--- src/hdl/string_literal_unescaper_unit_defines.svh ---
// Assertion macros for the string literal unescaper
`ifndef STRING_LITERAL_UNESCAPER_UNIT_DEFINES_SVH
`define STRING_LITERAL_UNESCAPER_UNIT_DEFINES_SVH

`ifndef SYNTH
`define SLU_ASSERT_IMP(lbl, clk, rst_n, ante, cons) \
    lbl: assert property (@(posedge clk) disable iff (!(rst_n)) (ante) |-> (cons)) \
        else $error("slu assertion failed");
`define SLU_ASSERT_NXT(lbl, clk, rst_n, ante, cons) \
    lbl: assert property (@(posedge clk) disable iff (!(rst_n)) (ante) |=> (cons)) \
        else $error("slu assertion failed");
`else
`define SLU_ASSERT_IMP(lbl, clk, rst_n, ante, cons)
`define SLU_ASSERT_NXT(lbl, clk, rst_n, ante, cons)
`endif

`endif

--- src/hdl/slu_pkg.sv ---
// Types, character codes and helpers for the string literal unescaper
package slu_pkg;

    localparam logic [7:0] CH_NUL       = 8'h00;
    localparam logic [7:0] CH_TAB       = 8'h09;
    localparam logic [7:0] CH_NL        = 8'h0A;
    localparam logic [7:0] CH_CR        = 8'h0D;
    localparam logic [7:0] CH_DQUOTE    = 8'h22;
    localparam logic [7:0] CH_APOS      = 8'h27;
    localparam logic [7:0] CH_ZERO      = 8'h30;
    localparam logic [7:0] CH_BACKSLASH = 8'h5C;
    localparam logic [7:0] CH_LOWER_N   = 8'h6E;
    localparam logic [7:0] CH_LOWER_R   = 8'h72;
    localparam logic [7:0] CH_LOWER_T   = 8'h74;

    localparam int QUEUE_DEPTH = 4;
    localparam int QUEUE_AW    = $clog2(QUEUE_DEPTH);
    localparam int QUEUE_CW    = $clog2(QUEUE_DEPTH + 1);

    typedef enum logic [1:0] {
        ST_OK          = 2'd0,
        ST_UNCLOSED    = 2'd1,
        ST_UNKNOWN_ESC = 2'd2
    } t_status;

    typedef struct packed {
        logic [7:0]  data;
        logic        data_valid;
        logic        last;
        t_status     status;
        logic [15:0] decoded_length;
        logic [15:0] line_number;
    } t_result;

    typedef struct packed {
        logic [1:0] count;
        t_result    e0;
        t_result    e1;
    } t_push;

    typedef struct packed {
        logic        has_res;
        t_result     res;
        logic        esc;
        logic [15:0] wc;
    } t_plain;

    function automatic logic [15:0] sat_inc(input logic [15:0] v);
        return (v == 16'hFFFF) ? v : v + 16'd1;
    endfunction

    function automatic t_plain plain_step(input logic [7:0] b, input logic mode,
                                          input logic [15:0] wc,
                                          input logic [15:0] lc);
        t_plain     p;
        logic [7:0] closer;
        closer = mode ? CH_APOS : CH_DQUOTE;
        p = '0;
        p.wc = wc;
        p.res.line_number = lc;
        if (b == closer) begin
            p.has_res = 1'b1;
            p.res.last = 1'b1;
            p.res.status = ST_OK;
            if (mode) begin
                p.res.decoded_length = wc;
            end else begin
                p.res.data_valid = 1'b1;
                p.res.decoded_length = sat_inc(wc);
            end
            p.wc = '0;
        end else if (b == CH_NUL || b == CH_NL) begin
            p.has_res = 1'b1;
            p.res.last = 1'b1;
            p.res.status = ST_UNCLOSED;
            p.res.decoded_length = wc;
            p.wc = '0;
        end else if (b == CH_BACKSLASH) begin
            p.esc = 1'b1;
        end else begin
            p.has_res = 1'b1;
            p.res.data = b;
            p.res.data_valid = 1'b1;
            p.res.status = ST_OK;
            p.res.decoded_length = sat_inc(wc);
            p.wc = sat_inc(wc);
        end
        return p;
    endfunction

endpackage

--- src/hdl/slu_byte_if.sv ---
// Source byte channel
interface slu_byte_if;
    logic       valid;
    logic       ready;
    logic [7:0] source_byte;

    modport source (output valid, output source_byte, input ready);
    modport sink (input valid, input source_byte, output ready);
endinterface

--- src/hdl/slu_result_if.sv ---
// Decoded result channel
interface slu_result_if;
    logic        valid;
    logic        ready;
    logic [7:0]  data;
    logic        data_valid;
    logic        last;
    logic [1:0]  status;
    logic [15:0] decoded_length;
    logic [15:0] line_number;

    modport source (output valid, output data, output data_valid, output last,
                    output status, output decoded_length, output line_number,
                    input ready);
    modport sink (input valid, input data, input data_valid, input last,
                  input status, input decoded_length, input line_number,
                  output ready);
endinterface

--- src/hdl/slu_decoder.sv ---
// Input register, escape state and per-byte decode into up to two results
module slu_decoder
    import slu_pkg::*;
(
    input  logic       i_clk,
    input  logic       i_rst_n,
    slu_byte_if.sink   i_in,
    input  logic       i_char_mode,
    input  logic       i_room,
    output t_push      o_push
);

    logic        r_in_valid;
    logic [7:0]  r_in_byte;
    logic        r_esc;
    logic [15:0] r_wc;
    logic [15:0] r_lc;
    logic        n_esc;
    logic [15:0] n_wc;
    logic [15:0] n_lc;
    logic        advance;
    logic        known;
    logic [7:0]  d;
    logic [15:0] wc1;
    t_plain      p;
    t_push       push;

    assign advance    = r_in_valid && i_room;
    assign i_in.ready = !r_in_valid || i_room;
    assign o_push     = push;

    always_ff @(posedge i_clk) begin
        if (!i_rst_n) begin
            r_in_valid <= 1'b0;
            r_esc      <= 1'b0;
            r_wc       <= '0;
            r_lc       <= '0;
        end else begin
            if (i_in.valid && i_in.ready) begin
                r_in_valid <= 1'b1;
            end else if (advance) begin
                r_in_valid <= 1'b0;
            end
            r_esc <= n_esc;
            r_wc  <= n_wc;
            r_lc  <= n_lc;
        end
    end

    always_ff @(posedge i_clk) begin
        if (i_in.valid && i_in.ready) begin
            r_in_byte <= i_in.source_byte;
        end
    end

    always_comb begin
        n_esc = r_esc;
        n_wc  = r_wc;
        n_lc  = r_lc;
        push  = '0;
        known = 1'b0;
        d     = r_in_byte;
        wc1   = sat_inc(r_wc);
        p     = plain_step(r_in_byte, i_char_mode, wc1, r_lc);
        if (advance) begin
            if (!r_esc) begin
                p          = plain_step(r_in_byte, i_char_mode, r_wc, r_lc);
                n_esc      = p.esc;
                n_wc       = p.wc;
                push.count = {1'b0, p.has_res};
                push.e0    = p.res;
            end else begin
                n_esc = 1'b0;
                unique case (r_in_byte)
                    CH_DQUOTE, CH_APOS, CH_BACKSLASH: begin
                        known = 1'b1;
                        d     = r_in_byte;
                    end
                    CH_LOWER_N: begin
                        known = 1'b1;
                        d     = CH_NL;
                    end
                    CH_LOWER_T: begin
                        known = 1'b1;
                        d     = CH_TAB;
                    end
                    CH_LOWER_R: begin
                        known = 1'b1;
                        d     = CH_CR;
                    end
                    CH_ZERO: begin
                        known = 1'b1;
                        d     = CH_NUL;
                    end
                    default: begin
                        known = 1'b0;
                        d     = r_in_byte;
                    end
                endcase
                if (r_in_byte == CH_NL) begin
                    n_lc = r_lc + 16'd1;
                end else if (known) begin
                    n_wc                   = wc1;
                    push.count             = 2'd1;
                    push.e0.data           = d;
                    push.e0.data_valid     = 1'b1;
                    push.e0.status         = ST_OK;
                    push.e0.decoded_length = wc1;
                    push.e0.line_number    = r_lc;
                end else begin
                    push.e0.data           = CH_BACKSLASH;
                    push.e0.data_valid     = 1'b1;
                    push.e0.status         = ST_UNKNOWN_ESC;
                    push.e0.decoded_length = wc1;
                    push.e0.line_number    = r_lc;
                    n_esc                  = p.esc;
                    n_wc                   = p.wc;
                    push.e1                = p.res;
                    push.count             = p.has_res ? 2'd2 : 2'd1;
                end
            end
        end
    end

endmodule

--- src/hdl/slu_result_queue.sv ---
// Four-entry result queue taking up to two results and giving one per cycle while the sink is ready
module slu_result_queue
    import slu_pkg::*;
(
    input  logic          i_clk,
    input  logic          i_rst_n,
    input  t_push         i_push,
    output logic          o_room,
    slu_result_if.source  o_out
);

    t_result               r_mem [QUEUE_DEPTH];
    logic [QUEUE_AW-1:0]   r_wr;
    logic [QUEUE_AW-1:0]   r_rd;
    logic [QUEUE_CW-1:0]   r_count;
    logic [QUEUE_AW-1:0]   wr1;
    logic                  pop;
    t_result               head;

    assign wr1    = r_wr + QUEUE_AW'(1);
    assign pop    = (r_count != '0) && o_out.ready;
    assign o_room = r_count <= QUEUE_CW'(QUEUE_DEPTH - 2);
    assign head   = r_mem[r_rd];

    assign o_out.valid          = r_count != '0;
    assign o_out.data           = head.data;
    assign o_out.data_valid     = head.data_valid;
    assign o_out.last           = head.last;
    assign o_out.status         = head.status;
    assign o_out.decoded_length = head.decoded_length;
    assign o_out.line_number    = head.line_number;

    always_ff @(posedge i_clk) begin
        if (!i_rst_n) begin
            r_wr    <= '0;
            r_rd    <= '0;
            r_count <= '0;
        end else begin
            r_wr    <= r_wr + QUEUE_AW'(i_push.count);
            r_rd    <= r_rd + QUEUE_AW'(pop);
            r_count <= r_count + QUEUE_CW'(i_push.count) - QUEUE_CW'(pop);
        end
    end

    always_ff @(posedge i_clk) begin
        if (i_push.count != 2'd0) begin
            r_mem[r_wr] <= i_push.e0;
        end
        if (i_push.count == 2'd2) begin
            r_mem[wr1] <= i_push.e1;
        end
    end

endmodule

--- src/hdl/string_literal_unescaper_unit.sv ---
// Top level of the string literal unescaper
// Takes one source byte per cycle while the queue has room and decodes escapes in
// a single pass between the input register and a four-entry result queue; the
// first result of an accepted byte goes from the input register into the queue
// before it shows on the output port. A byte that follows an unknown escape gives
// two results (the backslash with a warning, then the byte itself), which leave
// through the output port one at a time, so the sustained input rate is one byte
// per cycle as long as results average no more than one per cycle and the sink
// takes them; the queue refuses new bytes once it holds more than two results.
// char_mode selects double-quoted strings (NUL terminator appended) or
// apostrophe-quoted character literals; write it only between literals.
`include "string_literal_unescaper_unit_defines.svh"
module string_literal_unescaper_unit
    import slu_pkg::*;
(
    input  logic          i_clk,
    input  logic          i_rst_n,
    slu_byte_if.sink      i_in,
    slu_result_if.source  o_out,
    input  logic          i_cfg_we,
    input  logic          i_cfg_wdata
);

    logic  r_char_mode;
    logic  room;
    t_push push;

    always_ff @(posedge i_clk) begin
        if (!i_rst_n) begin
            r_char_mode <= 1'b0;
        end else if (i_cfg_we) begin
            r_char_mode <= i_cfg_wdata;
        end
    end

    slu_decoder u_dec (
        .i_clk       (i_clk),
        .i_rst_n     (i_rst_n),
        .i_in        (i_in),
        .i_char_mode (r_char_mode),
        .i_room      (room),
        .o_push      (push)
    );

    slu_result_queue u_queue (
        .i_clk   (i_clk),
        .i_rst_n (i_rst_n),
        .i_push  (push),
        .o_room  (room),
        .o_out   (o_out)
    );

    `SLU_ASSERT_IMP(a_pair_starts_with_warning, i_clk, i_rst_n, push.count == 2'd2, push.e0.status == ST_UNKNOWN_ESC)
    `SLU_ASSERT_IMP(a_warning_has_follower, i_clk, i_rst_n, push.count != 2'd0 && push.e0.status == ST_UNKNOWN_ESC, push.count == 2'd2)
    `SLU_ASSERT_IMP(a_no_push_without_room, i_clk, i_rst_n, !room, push.count == 2'd0)
    `SLU_ASSERT_NXT(a_push_shows_result, i_clk, i_rst_n, push.count != 2'd0, o_out.valid)

endmodule
--- src/flat_wrapper.sv ---
// flat-port wrapper written by rule: the top's interface ports become plain ports
module string_literal_unescaper_unit_flat import slu_pkg::*;
  (i_clk, i_rst_n, i_cfg_we, i_cfg_wdata, i_in_valid, i_in_source_byte, i_in_ready, o_out_valid, o_out_data, o_out_data_valid, o_out_last, o_out_status, o_out_decoded_length, o_out_line_number, o_out_ready);
  slu_byte_if i_in_i ();
  slu_result_if o_out_i ();
  input  logic i_clk;
  input  logic i_rst_n;
  input  logic i_cfg_we;
  input  logic i_cfg_wdata;
  input wire logic [$bits(i_in_i.valid)-1:0] i_in_valid;
  input wire logic [$bits(i_in_i.source_byte)-1:0] i_in_source_byte;
  output wire logic [$bits(i_in_i.ready)-1:0] i_in_ready;
  output wire logic [$bits(o_out_i.valid)-1:0] o_out_valid;
  output wire logic [$bits(o_out_i.data)-1:0] o_out_data;
  output wire logic [$bits(o_out_i.data_valid)-1:0] o_out_data_valid;
  output wire logic [$bits(o_out_i.last)-1:0] o_out_last;
  output wire logic [$bits(o_out_i.status)-1:0] o_out_status;
  output wire logic [$bits(o_out_i.decoded_length)-1:0] o_out_decoded_length;
  output wire logic [$bits(o_out_i.line_number)-1:0] o_out_line_number;
  input wire logic [$bits(o_out_i.ready)-1:0] o_out_ready;
  assign i_in_i.valid = i_in_valid;
  assign i_in_i.source_byte = i_in_source_byte;
  assign i_in_ready = i_in_i.ready;
  assign o_out_valid = o_out_i.valid;
  assign o_out_data = o_out_i.data;
  assign o_out_data_valid = o_out_i.data_valid;
  assign o_out_last = o_out_i.last;
  assign o_out_status = o_out_i.status;
  assign o_out_decoded_length = o_out_i.decoded_length;
  assign o_out_line_number = o_out_i.line_number;
  assign o_out_i.ready = o_out_ready;
  string_literal_unescaper_unit u_core (.i_clk(i_clk), .i_rst_n(i_rst_n), .i_in(i_in_i), .o_out(o_out_i), .i_cfg_we(i_cfg_we), .i_cfg_wdata(i_cfg_wdata));
endmodule
--- config.mk ---
export PLATFORM = sky130hd
export DESIGN_NAME = string_literal_unescaper_unit_flat
export DESIGN_NICKNAME = d
export VERILOG_FILES = /design/src/hdl/slu_pkg.sv /design/src/hdl/slu_byte_if.sv /design/src/hdl/slu_result_if.sv /design/src/hdl/slu_decoder.sv /design/src/hdl/slu_result_queue.sv /design/src/hdl/string_literal_unescaper_unit.sv /design/src/flat_wrapper.sv
export VERILOG_INCLUDE_DIRS = /design/src /design/src/hdl
export SDC_FILE = /design/constraint.sdc
export NUM_CORES = 1
export LEC_CHECK = 0
export BUFFER_PORTS_ARGS = -buffer_cell sky130_fd_sc_hd__buf_2
export CORE_ASPECT_RATIO = 2
export CORE_MARGIN = 2
export CORE_UTILIZATION = 53
export CTS_BUF_LIST = sky130_fd_sc_hd__clkbuf_2
export CTS_CLUSTER_DIAMETER = 60
export DETAILED_ROUTE_END_ITERATION = 10
export PLACE_DENSITY = 0.7
export SYNTH_ARGS = -nofsm -noshare
export SYNTH_HDL_FRONTEND = slang
export SYNTH_SLANG_ARGS = --single-unit
--- constraint.sdc ---
create_clock -name i_clk -period 7.83 [get_ports i_clk]
set_input_delay 1.566 -clock i_clk [delete_from_list [all_inputs] [get_ports i_clk]]
set_output_delay 1.566 -clock i_clk [all_outputs]
set_load 0.05 [all_outputs]
==> reports/metrics.json <==
{
  "run_status": {"value": "complete, no violations"},
  "worst-path-buf-inv": {"value": 1},
  "static-leakage-power": {"value": 4.266, "unit": "nW"},
  "critPathTopFamily": {"value": "simple AND/OR/NAND/NOR gates"},
  "total_switching_power": {"value": 1.186, "unit": "mW"},
  "cts_repair_resize_count": {"value": 0},
  "detail-route-antenna-nets": {"value": 0},
  "die_height": {"value": 219.0, "unit": "microns"},
  "h_tree_depth": {"value": 2},
  "synth_enable_flop_cells": {"value": 180},
  "routed_wirelength": {"value": 34540, "unit": "microns"},
  "grt_start_max_net_pins": {"value": 51},
  "worstPathRequired": {"value": 8.40, "unit": "ns"},
  "power.combinational.fraction": {"value": 0.291},
  "synthesis.nets": {"value": 1128},
  "start_kind": {"value": "register"},
  "total_setup_buffers_inserted_after_cts": {"value": 0},
  "path_max_fanout": {"value": 34},
  "grt_overflow": {"value": 0},
  "routed_vias": {"value": 9700},
  "gr-usage-all-layers": {"value": 0.2851},
  "rows": {"value": 78},
  "maxSlewViolCount": {"value": 0},
  "max_freq": {"value": 0.2112, "unit": "GHz"},
  "worst_clock_skew_on_the_final_layout": {"value": 0.08884, "unit": "ns"},
  "initialDrtViolationCount": {"value": 875},
  "gp_routability_congestion": {"value": 1.051},
  "clk_transition_reported_paths": {"value": 0.10, "unit": "ns"},
  "synth-seq-cells": {"value": 226},
  "vias_per_cell": {"value": 6.594},
  "clock_tree.root_cell": {"value": "sky130_fd_sc_hd__clkbuf_2"},
  "actual_slew_at_the_worst_max_slew_pin": {"value": 1.238, "unit": "ns"},
  "final_min_period_over_clock_period": {"value": 0.6047},
  "critical_path.max_stage_delay": {"value": 0.84, "unit": "ns"},
  "antenna_found_initial": {"value": 1},
  "worst_slew_margin_rel": {"value": 0.1686},
  "setup.worst_path.class": {"value": "register to register"},
  "p_int": {"value": 1.934, "unit": "mW"},
  "synth_top_flop_cell": {"value": "sky130_fd_sc_hd__edfxtp_1"},
  "ir_worst_vdd": {"value": 205.7, "unit": "uV"},
  "worst_skew_pair.late_latency": {"value": 0.89, "unit": "ns"},
  "die_width": {"value": 111.5, "unit": "microns"},
  "power.clock.fraction": {"value": 0.239},
  "grt_pass1_wl": {"value": 53910, "unit": "microns"},
  "fp.coreArea": {"value": 0.02274, "unit": "sq mm"},
  "data_arrival_time_of_the_critical_path": {"value": 5.30, "unit": "ns"},
  "detail_route.wl_per_cell": {"value": 23.48, "unit": "microns"},
  "cts_buffer_depth": {"value": 3},
  "place.detailed.hpwl": {"value": 23910, "unit": "microns"},
  "synth.lib_cells_used.distinct": {"value": 81},
  "first_global_vias": {"value": 9733},
  "syn_warnings": {"value": 0},
  "port_buffers": {"value": 59},
  "final_layout_size_suffix_gt1_frac": {"value": 0.2034},
  "switching_share": {"value": 0.3801},
  "tritoncts_clock_tree": {"value": "yes"},
  "layout-area-overhead-vs-synth": {"value": 7.684, "unit": "%"},
  "synthesis.area_per_instance": {"value": 11.08, "unit": "sq um"},
  "finalHoldViolations": {"value": 0},
  "power_frac_seq": {"value": 0.470},
  "reg2reg_setup_slack": {"value": 3.10, "unit": "ns"},
  "max_cap_viol_count": {"value": 0},
  "drc": {"value": 0},
  "final_period_minus_worst_setup_slack": {"value": 4.735, "unit": "ns"},
  "fin_nets": {"value": 1176},
  "final-setup-viol-count": {"value": 0},
  "tritoncts_num_sinks": {"value": 226},
  "synthesis.instances": {"value": 1105},
  "power_per_cell_area": {"value": 236.6, "unit": "mW/mm^2"},
  "asyncSetResetFlopFracSynth": {"value": 0},
  "top_level_ports": {"value": 60},
  "finalSetupTns": {"value": 0, "unit": "ns"},
  "slowest_stage_cell_cp": {"value": "sky130_fd_sc_hd__or4_1"},
  "worstHoldPathType": {"value": "register to register"},
  "worst_setup_path_end_kind": {"value": "register"},
  "crit_chain": {"value": "nand2b_1 -> or4_1 -> nand2_1 -> nor2_1 -> nand4_1 -> or2_2 -> nand2_2 -> buf_4 -> and2_1"},
  "fillerInstances": {"value": 1974},
  "grt_setup_unrepaired": {"value": "false"},
  "placed_cell_area": {"value": 0.01273, "unit": "sq mm"},
  "yosysSeqAreaShare": {"value": 0.5166},
  "postLayoutCellArea": {"value": 0.01319, "unit": "sq mm"},
  "drt_pre_antenna_iters": {"value": 5},
  "die_area": {"value": 0.02441, "unit": "sq mm"},
  "tritoncts.num_buffers": {"value": 48},
  "netlist_area": {"value": 0.01225, "unit": "sq mm"},
  "holdBufCountCts": {"value": 0},
  "initial_utilization": {"value": 0.5385}
}
==> routing by layer <==
| layer | GRT usage | share of wire |
|---|---|---|
| met2 | 0.5185 | 0.53 |
| met3 | 0.03922 | 0.062 |
| met1 | 0.3043 | 0.34 |
| met5 | 0 | 0 |
| met4 | 0.1926 | 0.066 |
==> cells in the mapped netlist (8+ instances only) <==
master / number / area, sq um
sky130_fd_sc_hd__edfxtp_1: 180 / 5405
sky130_fd_sc_hd__clkbuf_1: 60 / 225.2
sky130_fd_sc_hd__or3_1: 14 / 87.58
sky130_fd_sc_hd__o21ai_0: 57 / 285.3
sky130_fd_sc_hd__nand2_1: 107 / 401.6
sky130_fd_sc_hd__a31oi_1: 9 / 56.30
sky130_fd_sc_hd__inv_1: 12 / 45.04
sky130_fd_sc_hd__nor3_1: 18 / 90.09
sky130_fd_sc_hd__o22ai_1: 80 / 500.5
sky130_fd_sc_hd__nor2b_1: 13 / 81.33
sky130_fd_sc_hd__dfxtp_1: 46 / 920.9
sky130_fd_sc_hd__a21oi_1: 52 / 260.3
sky130_fd_sc_hd__nor2_1: 57 / 214.0
sky130_fd_sc_hd__buf_2: 15 / 75.07
sky130_fd_sc_hd__mux4_2: 44 / 991.0
sky130_fd_sc_hd__xor2_1: 8 / 70.07
sky130_fd_sc_hd__ha_1: 8 / 100.1
sky130_fd_sc_hd__nand4_1: 13 / 81.33
sky130_fd_sc_hd__nand3_1: 30 / 150.1
sky130_fd_sc_hd__and2_1: 85 / 531.8
sky130_fd_sc_hd__xnor2_1: 14 / 122.6
sky130_fd_sc_hd__or2_2: 8 / 50.05
sky130_fd_sc_hd__o21ai_1: 15 / 75.07
sky130_fd_sc_hd__and3_1: 11 / 68.82
sky130_fd_sc_hd__o31ai_1: 11 / 82.58
sky130_fd_sc_hd__nand2b_1: 15 / 93.84
==> per-stage QoR <==
stage	power [mW]	cells	setup slack (ns)	hold WS (ns)	util
global route	3.257	1471	2.664	0.4968	0.5799
global placement	2.404	1383	3.206	0.4457	0.5600
finish	3.120	1471	3.095	0.4734	0.5799
floorplan	2.186	1105	3.826	0.4308	-
detailed placement	2.410	1383	3.180	0.4477	0.5600
CTS	3.138	1470	3.139	0.4662	0.5798
==> final timing paths <==
kind | start | to | cells past startpoint
setup / recovery | u_core.u_dec.r_in_byte[0] | u_core.u_queue.r_mem[2][15] | 9
hold / removal | u_core.u_queue.r_mem[0][33] | u_core.u_queue.r_mem[0][33] | 2
setup reg to reg | u_core.u_dec.r_in_byte[0] | u_core.u_queue.r_mem[2][15] | 9
hold reg to reg | u_core.u_queue.r_mem[0][33] | u_core.u_queue.r_mem[0][33] | 2
==> final cells by class <==
type | count | area, sq um | area share
antenna | 1 | 2.502 | 0.0001898
timing repair buffer | 82 | 467.9 | 0.03549
multi-input combinational | 783 | 5540 | 0.4202
tap | 280 | 350.3 | 0.02657
clock buffer | 71 | 355.3 | 0.02695
sequential | 226 | 6331 | 0.4801
clock inverter | 16 | 93.84 | 0.007116
inverter | 12 | 45.04 | 0.003416
==> tightest hold or removal path, delay by kind of cell (launching register included) <==
kind / cells / cell delay, ns
and+or+nand+nor: 1 / 0.05
AOI/OAI and AO/OA: 1 / 0.05
DFF: 1 / 0.33
==> kinds of logic after synthesis <==
family          synth area share
buf+inv                  0.03229
xor+xnor                 0.01574
flops                     0.5166
compound gates            0.1600
mux                      0.08797
fa+ha+maj               0.009809
simple gates              0.1776
==> sequential cells by signal, indices dropped and copies added (netlist names) <==
name                     flops
u_core.u_dec.r_esc           1
u_core.u_queue.r_mem       176
u_core.u_queue.r_rd          2
u_core.u_dec.r_in_valid      1
u_core.r_char_mode           1
u_core.u_queue.r_wr          2
u_core.u_queue.r_count       3
u_core.u_dec.r_lc           16
u_core.u_dec.r_wc           16
u_core.u_dec.r_in_byte       8
==> layout by cell type (no fill, tap or decap), types with 13 or more instances in the layout <==
cell | synthesis | routed
sky130_fd_sc_hd__a21oi_1 | 52 | 52
sky130_fd_sc_hd__and2_1 | 85 | 85
sky130_fd_sc_hd__buf_2 | 15 | 59
sky130_fd_sc_hd__buf_4 | 4 | 23
sky130_fd_sc_hd__clkbuf_2 | 1 | 71
sky130_fd_sc_hd__dfxtp_1 | 46 | 44
sky130_fd_sc_hd__edfxtp_1 | 180 | 180
sky130_fd_sc_hd__mux4_2 | 44 | 44
sky130_fd_sc_hd__nand2_1 | 107 | 103
sky130_fd_sc_hd__nand2b_1 | 15 | 15
sky130_fd_sc_hd__nand3_1 | 30 | 30
sky130_fd_sc_hd__nand4_1 | 13 | 13
sky130_fd_sc_hd__nor2_1 | 57 | 57
sky130_fd_sc_hd__nor2b_1 | 13 | 13
sky130_fd_sc_hd__nor3_1 | 18 | 18
sky130_fd_sc_hd__o21ai_0 | 57 | 57
sky130_fd_sc_hd__o21ai_1 | 15 | 15
sky130_fd_sc_hd__o22ai_1 | 80 | 80
sky130_fd_sc_hd__or3_1 | 14 | 14
sky130_fd_sc_hd__xnor2_1 | 14 | 14
==> power by group through the flow <==
stage | clock network [mW] | registers [mW] | logic [mW]
3_3_place_gp | 0 | 1.50 | 0.907
4_1_cts | 0.752 | 1.47 | 0.912
5_1_grt | 0.814 | 1.49 | 0.955
2_1_floorplan | 0 | 1.40 | 0.784
6_report | 0.745 | 1.47 | 0.908
3_5_place_dp | 0 | 1.50 | 0.909
No activity file was read; power rests on OpenSTA's default activity.
